[config.mk]
export PLATFORM = sky130hd
export DESIGN_NAME = translated_lru_cache_core_flat
export DESIGN_NICKNAME = d
export VERILOG_FILES = /design/src/hdl/tlc_pkg.sv /design/src/hdl/tlc_if.sv /design/src/hdl/tlc_page_ram.sv /design/src/hdl/tlc_entry_ram.sv /design/src/hdl/translated_lru_cache_core.sv /design/src/flat_wrapper.sv
export SDC_FILE = /design/constraint.sdc
export NUM_CORES = 2
export LEC_CHECK = 0
export ABC_AREA = 1
export BUFFER_PORTS_ARGS = -buffer_cell sky130_fd_sc_hd__buf_2
export CORE_ASPECT_RATIO = 1.4
export CORE_MARGIN = 2
export CORE_UTILIZATION = 45
export DETAILED_ROUTE_END_ITERATION = 8
export GPL_TIMING_DRIVEN = 0
export MAX_ROUTING_LAYER = met4
export PLACE_DENSITY_LB_ADDON = 0.05
export SETUP_SLACK_MARGIN = 0.5
export SKIP_LAST_GASP = 1
export SLEW_MARGIN = 10
export SYNTH_ARGS = -nofsm -noshare
export SYNTH_HDL_FRONTEND = slang
export SYNTH_SLANG_ARGS = --single-unit
[constraint.sdc]
create_clock -name clk -period 9.55 [get_ports clk]
set_clock_uncertainty 0.15 [all_clocks]
set_input_delay 0.4775 -clock clk [delete_from_list [all_inputs] [get_ports clk]]
set_output_delay 0.4775 -clock clk [all_outputs]
set_load 0.01 [all_outputs]
[src/hdl/tlc_pkg.sv]
package tlc_pkg;
	localparam int CACHE_ENTRIES = 8;
	localparam int PAGE_COUNT = 8;
	localparam int WORD_BITS = 32;
	localparam int SLOT_BITS = (CACHE_ENTRIES > 1) ? $clog2(CACHE_ENTRIES) : 1;
	localparam int PAGE_BITS = (PAGE_COUNT > 1) ? $clog2(PAGE_COUNT) : 1;
	localparam int CNT_BITS = $clog2(CACHE_ENTRIES + 1);

	localparam logic [1:0] CFG_CAPACITY = 2'd0;
	localparam logic [1:0] CFG_VIRTUAL_BASE = 2'd1;
	localparam logic [1:0] CFG_PHYSICAL_BASE = 2'd2;

	localparam logic [1:0] ST_HIT = 2'd0;
	localparam logic [1:0] ST_MISS = 2'd1;
	localparam logic [1:0] ST_FAULT = 2'd2;

	localparam logic OP_WRITE = 1'b1;

	typedef struct packed {
		logic [0:0] opcode;
		logic [15:0] virtual_address;
		logic [31:0] write_data;
	} req_t;

	typedef struct packed {
		logic [1:0] status;
		logic [7:0] physical_address;
		logic [31:0] data_word;
		logic [0:0] evicted;
		logic [7:0] evicted_address;
		logic [15:0] address_hits;
		logic [15:0] address_misses;
		logic [31:0] total_hits;
		logic [31:0] total_misses;
	} rsp_t;

	typedef struct packed {
		logic [1:0] index;
		logic [15:0] data;
	} cfg_t;

	typedef struct packed {
		logic [WORD_BITS-1:0] word;
		logic [15:0] hits;
		logic [15:0] misses;
	} page_t;
endpackage

[src/hdl/tlc_if.sv]
interface tlc_req_if;
	logic valid;
	logic ready;
	tlc_pkg::req_t payload;
	modport source(output valid, output payload, input ready);
	modport sink(input valid, input payload, output ready);
endinterface

interface tlc_rsp_if;
	logic valid;
	logic ready;
	tlc_pkg::rsp_t payload;
	modport source(output valid, output payload, input ready);
	modport sink(input valid, input payload, output ready);
endinterface

interface tlc_cfg_if;
	logic valid;
	logic ready;
	tlc_pkg::cfg_t payload;
	modport source(output valid, output payload, input ready);
	modport sink(input valid, input payload, output ready);
endinterface

[src/hdl/tlc_page_ram.sv]
module tlc_page_ram (
	input  logic clk,
	input  logic rd_en,
	input  logic [tlc_pkg::PAGE_BITS-1:0] rd_addr,
	output tlc_pkg::page_t rd_data,
	input  logic wr_en,
	input  logic [tlc_pkg::PAGE_BITS-1:0] wr_addr,
	input  tlc_pkg::page_t wr_data,
	input  logic init_en,
	input  logic [tlc_pkg::PAGE_BITS-1:0] init_addr
);
	tlc_pkg::page_t mem [tlc_pkg::PAGE_COUNT];

	always_ff @(posedge clk) begin
		if (init_en) begin
			mem[init_addr] <= '{word: tlc_pkg::WORD_BITS'(init_addr), hits: '0, misses: '0};
		end else if (wr_en) begin
			mem[wr_addr] <= wr_data;
		end
		if (rd_en) begin
			rd_data <= mem[rd_addr];
		end
	end
endmodule

[src/hdl/tlc_entry_ram.sv]
module tlc_entry_ram (
	input  logic clk,
	input  logic rd_en,
	input  logic [tlc_pkg::SLOT_BITS-1:0] rd_addr,
	output logic [tlc_pkg::WORD_BITS-1:0] rd_data,
	input  logic wr_en,
	input  logic [tlc_pkg::SLOT_BITS-1:0] wr_addr,
	input  logic [tlc_pkg::WORD_BITS-1:0] wr_data
);
	logic [tlc_pkg::WORD_BITS-1:0] mem [tlc_pkg::CACHE_ENTRIES];

	always_ff @(posedge clk) begin
		if (wr_en) begin
			mem[wr_addr] <= wr_data;
		end
		if (rd_en) begin
			rd_data <= mem[rd_addr];
		end
	end
endmodule

[src/hdl/translated_lru_cache_core.sv]
// Translated LRU cache. Requests are taken one at a time: a request that
// faults returns its result in the cycle after it is accepted; a request
// that maps goes through lookup, memory read and write-back, paced by the
// registered reads of the page memory (backing word and per-page counters)
// and the cache word memory. After reset a clearing pass over all PAGE_COUNT
// pages loads the page memory; no request is taken until it is done, while
// configuration writes are taken throughout. Tags, valid bits and recency
// ranks are in registers and are compared over all entries in parallel. A
// result waits in an output register until it is taken.
module translated_lru_cache_core (
	input logic clk,
	input logic arst_n,
	tlc_req_if.sink req,
	tlc_rsp_if.source rsp,
	tlc_cfg_if.sink cfg
);
	localparam int N = tlc_pkg::CACHE_ENTRIES;
	localparam int SB = tlc_pkg::SLOT_BITS;
	localparam int PB = tlc_pkg::PAGE_BITS;
	localparam int CNT_W = tlc_pkg::CNT_BITS;

	typedef enum logic [3:0] {
		S_INIT = 4'b0001,
		S_IDLE = 4'b0010,
		S_READ = 4'b0100,
		S_DONE = 4'b1000
	} state_t;

	state_t state_q;
	logic [PB-1:0] init_q;
	logic [3:0] capacity_q;
	logic [15:0] vbase_q;
	logic [7:0] pbase_q;
	logic [7:0] tag_q [N];
	logic [N-1:0] valid_q;
	logic [SB-1:0] rank_q [N];
	logic [31:0] hits_total_q, misses_total_q;
	logic out_valid_q;
	tlc_pkg::rsp_t out_q;

	tlc_pkg::req_t req_s1;
	logic [PB-1:0] off_s1;
	logic [7:0] phys_s1;
	logic hit_s1, ev_s1;
	logic [SB-1:0] slot_s1;
	logic [7:0] ev_addr_s1;

	logic [16:0] diff;
	logic fault;
	logic [PB-1:0] off;
	logic [7:0] phys;
	logic hit;
	logic [SB-1:0] hit_slot, victim, free_slot, slot;
	logic [CNT_W-1:0] count;
	logic [CNT_W-1:0] cap_eff;
	logic do_evict;
	logic [N-1:0] valid_after;
	logic [SB-1:0] best;
	logic found;

	tlc_pkg::page_t page_rd, page_wr;
	logic [tlc_pkg::WORD_BITS-1:0] entry_rd, new_word;
	logic accept;

	assign req.ready = (state_q == S_IDLE) && !out_valid_q;
	assign accept = req.valid && req.ready;
	assign cfg.ready = 1'b1;
	assign rsp.valid = out_valid_q;
	assign rsp.payload = out_q;

	assign diff = {1'b0, req.payload.virtual_address} - {1'b0, vbase_q};
	assign fault = diff[16] || (diff[15:0] >= 16'(tlc_pkg::PAGE_COUNT));
	assign off = diff[PB-1:0];
	assign phys = pbase_q + 8'(diff[15:0]);

	always_comb begin
		hit = 1'b0;
		hit_slot = '0;
		count = '0;
		found = 1'b0;
		best = '0;
		victim = '0;
		for (int i = N - 1; i >= 0; i--) begin
			if (valid_q[i] && tag_q[i] == phys) begin
				hit = 1'b1;
				hit_slot = SB'(i);
			end
		end
		for (int i = 0; i < N; i++) begin
			count = count + CNT_W'(valid_q[i]);
			if (valid_q[i] && (!found || rank_q[i] > best)) begin
				found = 1'b1;
				best = rank_q[i];
				victim = SB'(i);
			end
		end
		if (capacity_q == 4'd0) begin
			cap_eff = CNT_W'(1);
		end else if (32'(capacity_q) > N) begin
			cap_eff = CNT_W'(N);
		end else begin
			cap_eff = CNT_W'(capacity_q);
		end
		do_evict = !hit && (count >= cap_eff) && found;
		valid_after = valid_q;
		if (do_evict) begin
			valid_after[victim] = 1'b0;
		end
		free_slot = '0;
		for (int i = N - 1; i >= 0; i--) begin
			if (!valid_after[i]) begin
				free_slot = SB'(i);
			end
		end
		slot = hit ? hit_slot : free_slot;
	end

	tlc_page_ram u_page (
		.clk(clk),
		.rd_en(accept),
		.rd_addr(off),
		.rd_data(page_rd),
		.wr_en(state_q == S_READ),
		.wr_addr(off_s1),
		.wr_data(page_wr),
		.init_en(state_q == S_INIT),
		.init_addr(init_q)
	);

	tlc_entry_ram u_entry (
		.clk(clk),
		.rd_en(accept),
		.rd_addr(slot),
		.rd_data(entry_rd),
		.wr_en(state_q == S_READ),
		.wr_addr(slot_s1),
		.wr_data(new_word)
	);

	always_comb begin
		page_wr = page_rd;
		if (hit_s1) begin
			if (page_rd.hits != 16'hFFFF) page_wr.hits = page_rd.hits + 16'd1;
			new_word = (req_s1.opcode == tlc_pkg::OP_WRITE) ? req_s1.write_data : entry_rd;
		end else begin
			if (page_rd.misses != 16'hFFFF) page_wr.misses = page_rd.misses + 16'd1;
			if (req_s1.opcode == tlc_pkg::OP_WRITE) page_wr.word = req_s1.write_data;
			new_word = page_wr.word;
		end
	end

	always_ff @(posedge clk) begin
		if (accept) begin
			req_s1 <= req.payload;
			off_s1 <= off;
			phys_s1 <= phys;
			hit_s1 <= hit;
			slot_s1 <= slot;
			ev_s1 <= do_evict;
			ev_addr_s1 <= do_evict ? tag_q[victim] : 8'd0;
		end
		if (accept && !fault) begin
			tag_q[slot] <= phys;
		end
		if (accept && fault) begin
			out_q <= '{status: tlc_pkg::ST_FAULT, physical_address: '0, data_word: '0,
				evicted: '0, evicted_address: '0, address_hits: '0, address_misses: '0,
				total_hits: hits_total_q, total_misses: misses_total_q};
		end else if (state_q == S_READ) begin
			out_q <= '{status: hit_s1 ? tlc_pkg::ST_HIT : tlc_pkg::ST_MISS,
				physical_address: phys_s1, data_word: 32'(new_word), evicted: ev_s1,
				evicted_address: ev_addr_s1, address_hits: page_wr.hits,
				address_misses: page_wr.misses,
				total_hits: hits_total_q, total_misses: misses_total_q};
		end
	end

	always_ff @(posedge clk or negedge arst_n) begin
		if (!arst_n) begin
			state_q <= S_INIT;
			init_q <= '0;
			capacity_q <= 4'd4;
			vbase_q <= 16'd100;
			pbase_q <= 8'd10;
			valid_q <= '0;
			for (int i = 0; i < N; i++) rank_q[i] <= '0;
			hits_total_q <= '0;
			misses_total_q <= '0;
			out_valid_q <= 1'b0;
		end else begin
			if (cfg.valid) begin
				unique case (cfg.payload.index)
					tlc_pkg::CFG_CAPACITY: capacity_q <= cfg.payload.data[3:0];
					tlc_pkg::CFG_VIRTUAL_BASE: vbase_q <= cfg.payload.data;
					tlc_pkg::CFG_PHYSICAL_BASE: pbase_q <= cfg.payload.data[7:0];
					default: ;
				endcase
			end
			if (out_valid_q && rsp.ready) out_valid_q <= 1'b0;
			unique case (state_q)
				S_INIT: begin
					init_q <= init_q + PB'(1);
					if (32'(init_q) == tlc_pkg::PAGE_COUNT - 1) state_q <= S_IDLE;
				end
				S_IDLE: begin
					if (accept && fault) begin
						out_valid_q <= 1'b1;
					end else if (accept) begin
						state_q <= S_READ;
						for (int i = 0; i < N; i++) begin
							if (SB'(i) == slot) begin
								rank_q[i] <= '0;
							end else if (hit) begin
								if (valid_q[i] && rank_q[i] < rank_q[slot]) rank_q[i] <= rank_q[i] + SB'(1);
							end else if (valid_after[i]) begin
								rank_q[i] <= rank_q[i] + SB'(1);
							end
						end
						valid_q <= valid_after | (N'(1) << slot);
						if (hit) begin
							if (hits_total_q != 32'hFFFF_FFFF) hits_total_q <= hits_total_q + 32'd1;
						end else begin
							if (misses_total_q != 32'hFFFF_FFFF) misses_total_q <= misses_total_q + 32'd1;
						end
					end
				end
				S_READ: begin
					out_valid_q <= 1'b1;
					state_q <= S_DONE;
				end
				S_DONE: state_q <= S_IDLE;
				default: state_q <= S_IDLE;
			endcase
		end
	end
endmodule

[src/flat_wrapper.sv]
// flat-port wrapper written by rule: the top's interface ports become plain ports
module translated_lru_cache_core_flat 
  (clk, arst_n, req_valid, req_payload, req_ready, rsp_valid, rsp_payload, rsp_ready, cfg_valid, cfg_payload, cfg_ready);
  tlc_req_if req_i ();
  tlc_rsp_if rsp_i ();
  tlc_cfg_if cfg_i ();
  input logic clk;
  input logic arst_n;
  input wire logic [$bits(req_i.valid)-1:0] req_valid;
  input wire logic [$bits(req_i.payload)-1:0] req_payload;
  output wire logic [$bits(req_i.ready)-1:0] req_ready;
  output wire logic [$bits(rsp_i.valid)-1:0] rsp_valid;
  output wire logic [$bits(rsp_i.payload)-1:0] rsp_payload;
  input wire logic [$bits(rsp_i.ready)-1:0] rsp_ready;
  input wire logic [$bits(cfg_i.valid)-1:0] cfg_valid;
  input wire logic [$bits(cfg_i.payload)-1:0] cfg_payload;
  output wire logic [$bits(cfg_i.ready)-1:0] cfg_ready;
  assign req_i.valid = req_valid;
  assign req_i.payload = req_payload;
  assign req_ready = req_i.ready;
  assign rsp_valid = rsp_i.valid;
  assign rsp_payload = rsp_i.payload;
  assign rsp_i.ready = rsp_ready;
  assign cfg_i.valid = cfg_valid;
  assign cfg_i.payload = cfg_payload;
  assign cfg_ready = cfg_i.ready;
  translated_lru_cache_core u_core (.clk(clk), .arst_n(arst_n), .req(req_i), .rsp(rsp_i), .cfg(cfg_i));
endmodule
==> impl_metrics.toml <==
[hold_path]
min_delay_path_depth = 4
min_to = "u_core.capacity_q[1]"
min_from = "cfg_payload[17]"
min_path_type = "in -> reg"

[clocking]
cts_sinks = 1264
clock_latency_ns = 0.77
clockBufferDepth = 3
cts_tree = "yes"
cts-htree-levels = 3
numCtsBuffers = 120
clkSlewWorstSetupHoldPaths_ns = 0.07
cts_root_buf = "clkbuf_16"

[setup_path]
timing.rr.start = "u_core.valid_q[0]"
crit_type = "reg -> reg"
arrival_ns = 11.02
reg2regPathDepth = 83
slowest_stage = "dfrtp_1"
rrSetupSlack_ns = -0.97
end_kind = "flop"
cp_slowest_stage_delay_ns = 0.39
crit_required_ns = 10.06
startpoint_type = "flop"
r2r_end = "u_core.rank_q[23]"
crit_top_cell = "buf_4"
crit_fanout = 8

[routing]
via_count = 38250
drc_errors = 0
postRouteAntennaNets = 0
dr.pass1.iters = 5
wl_per_cell_um = 22.87
wl_mm = 161.8
via_per_inst = 5.406
drt-initial-drc-count = 3471

[timing]
fin_crit_sh_pct = 110.1
hold_slack_ns = 0.06210
rsz0062_at_grt = "yes"
tightestPinTransition_ns = 1.177
hold_violations = 0
setup_ws_ns = -0.9674
final.min_clock_period_ns = 10.52
setup_viol = 126
relSlewSlack_pct = 21.50
fmax_mhz = 95.08
slew_viol_final = 0

[die]
ios = 222
core_area_sq_mm = 0.1180
rows = 149
initial_core_util_pct = 45.39
die_x_um = 295.6
die_h_um = 412.2
dieArea_sq_mm = 0.1219

[place]
hpwl_mm = 108.0
gp_congestion = 0.9059
post-place-ws_ns = -2.085
dp.cells = 6606
port-buffer-count = 220

[grt]
grt-ovfl-total = 0
grt_max_degree = 93
grt_pass1_wl_mm = 235.3
grt_pass1_vias = 37380
antenna_found_initial = 3
grt_usage_pct = 26.91

[logic_synthesis]
ys.flop_type = "edfxtp_1"
synthCells = 4766
synth_seq_cells = 1264
yosys_warnings = 0
synthArstFlopShare_pct = 10.44
synth_edf_count = 1049
synth_area_sq_mm = 0.05357
syn_nets = 4918
netlist-cell-type-count = 66
syn_area_per_cell_sq_um = 11.24
ys_seq_area_share_pct = 68.09

[power]
p_leak_nw = 24.86
ir_worst_vdd_mv = 0.2154
finalPower_w = 0.02205
power_density_mw_per_mm2 = 334.5

[finish]
finalNetCount = 5534
layout-drive-gt1-share_pct = 19.31
mostFrequentLayoutCells = "edfxtp_1, nand2_1, nor2_1"
instances_no_fill = 7075
mostFrequentLayoutCell = "edfxtp_1"
area_delta_synth_final_pct = 23.04
post-route-util_pct = 55.85
insertedDiodeCount = 0

[status]
outcome = "finished with violations"
violations = "setup timing"

[job]
max_cap_violations = 0
[metrics by stage]
| stage | setup TNS (ns) | cell area (sq um) |
|---|---|---|
| detailed placement | -230.23 | 57720 |
| floorplan | 0 | 53740 |
| global placement | -372.94 | 56820 |
| CTS | -14.95 | 64430 |
| finish | -58.81 | 65900 |
| global route | -114.11 | 65900 |
[per-layer routing]
layer	GRT usage, %	share of wire (%)
met4	8.848	3.3
met5	-	0
met3	3.158	5.8
met1	33.54	41
met2	45.67	50
[cells in the mapped netlist, types with 5 or more instances]
| library cell | count | area [sq um] |
|---|---|---|
| nor3_1 | 36 | 180.2 |
| xnor2_1 | 28 | 245.2 |
| inv_1 | 362 | 1359 |
| o22ai_1 | 106 | 663.1 |
| ha_1 | 74 | 925.9 |
| nor2_1 | 647 | 2429 |
| nand3b_1 | 7 | 52.55 |
| a22oi_1 | 64 | 480.5 |
| a31oi_1 | 108 | 675.7 |
| dfxtp_1 | 83 | 1662 |
| clkbuf_1 | 150 | 563.0 |
| nand4_1 | 45 | 281.5 |
| xor2_1 | 68 | 595.6 |
| inv_2 | 17 | 63.81 |
| nand2_1 | 816 | 3063 |
| buf_1 | 19 | 71.32 |
| nand3_2 | 20 | 200.2 |
| buf_2 | 27 | 135.1 |
| fa_1 | 6 | 120.1 |
| nand2_4 | 5 | 56.30 |
| o21ai_0 | 415 | 2077 |
| nand3_1 | 171 | 855.8 |
| dfstp_2 | 7 | 183.9 |
| nor4_1 | 15 | 93.84 |
| a211oi_1 | 29 | 217.7 |
| a221oi_1 | 5 | 43.79 |
| o21ai_1 | 27 | 135.1 |
| nand2_2 | 19 | 118.9 |
| edfxtp_1 | 1049 | 31500 |
| o211ai_1 | 8 | 60.06 |
| nor2_2 | 6 | 37.54 |
| a21oi_1 | 141 | 705.7 |
| dfrtp_1 | 125 | 3128 |
[area by class of cell]
class | instances | area [sq um]
Buffer | 199 | 1174
Clock buffer | 161 | 3379
Clock inverter | 69 | 915.9
Fill cell | 10090 | 52110
Inverter | 384 | 1490
Multi-Input combinational cell | 2919 | 16360
Sequential cell | 1264 | 36480
Tap cell | 1585 | 1983
Timing Repair Buffer | 494 | 4120
[worst max-delay path by stage]
stage,startpoint,slack [ns],cells after the start,to
5_1_grt,u_core.valid_q[0],-1.36,84,u_core.rank_q[21]
3_5_place_dp,u_core.valid_q[0],-2.08,72,u_core.rank_q[16]
3_3_place_gp,u_core.valid_q[0],-2.31,72,u_core.rank_q[20]
2_1_floorplan,u_core.valid_q[0],0.33,85,u_core.rank_q[14]
4_1_cts,u_core.valid_q[0],-0.43,85,u_core.rank_q[7]
6_report,u_core.valid_q[0],-0.97,83,u_core.rank_q[23]
[worst max-delay path, delay by kind of cell, from the launching register on]
family	cells	cell delay (ns)
and+or+nand+nor	21	1.82
AOI/OAI and AO/OA	6	0.82
buffers and inverters	54	6.64
adders and majority gates	2	0.56
DFF	1	0.39
[where the power goes]
part	total (W)	leakage (nW)	switching (W)	internal [W]
clock network	0.00516	2.11	0.00218	0.00298
registers	0.00733	11.7	0.000312	0.00702
logic	0.00955	11.1	0.00600	0.00355
total	0.0220	24.9	0.00849	0.0136
[cell families (layout without fill, tap and decap cells)]
logic type / after synthesis / count (layout) / synth area share, %
AO/OA/AOI/OAI: 928 / 928 / 9.860
adder cells (fa/ha/maj): 80 / 80 / 1.953
AND/OR/NAND/NOR: 1811 / 1811 / 14.27
multiplexers: 3 / 3 / 0.06306
flip-flops: 1264 / 1264 / 68.09
other: 1 / 1 / 0.007001
XOR/XNOR: 96 / 96 / 1.570
buffers and inverters: 583 / 1307 / 4.188
[sequential cells by signal (all words and copies together), names as in the netlist, 4 cells and up]
signal	count
u_core.capacity_q	4
u_core.ev_addr_s1	8
u_core.hits_total_q	32
u_core.misses_total_q	32
u_core.pbase_q	8
u_core.phys_s1	8
u_core.rank_q	24
u_core.req_s1	33
u_core.rsp.payload	147
u_core.state_q	4
u_core.tag_q	64
u_core.u_entry.mem	256
u_core.u_entry.rd_data	32
u_core.u_page.mem	512
u_core.u_page.rd_data	64
u_core.valid_q	8
u_core.vbase_q	16
[timing repair]
action | in CTS | in global routing
pin swaps | 71 | 128
resized for setup | 215 | 233
gates cloned | 1 | 3
hold endpoints to repair | 187 | 0
hold buffers | 54 | 0
setup buffers | 123 | 58
setup endpoints to repair | 139 | 139
(Power assumes the default switching activity.)
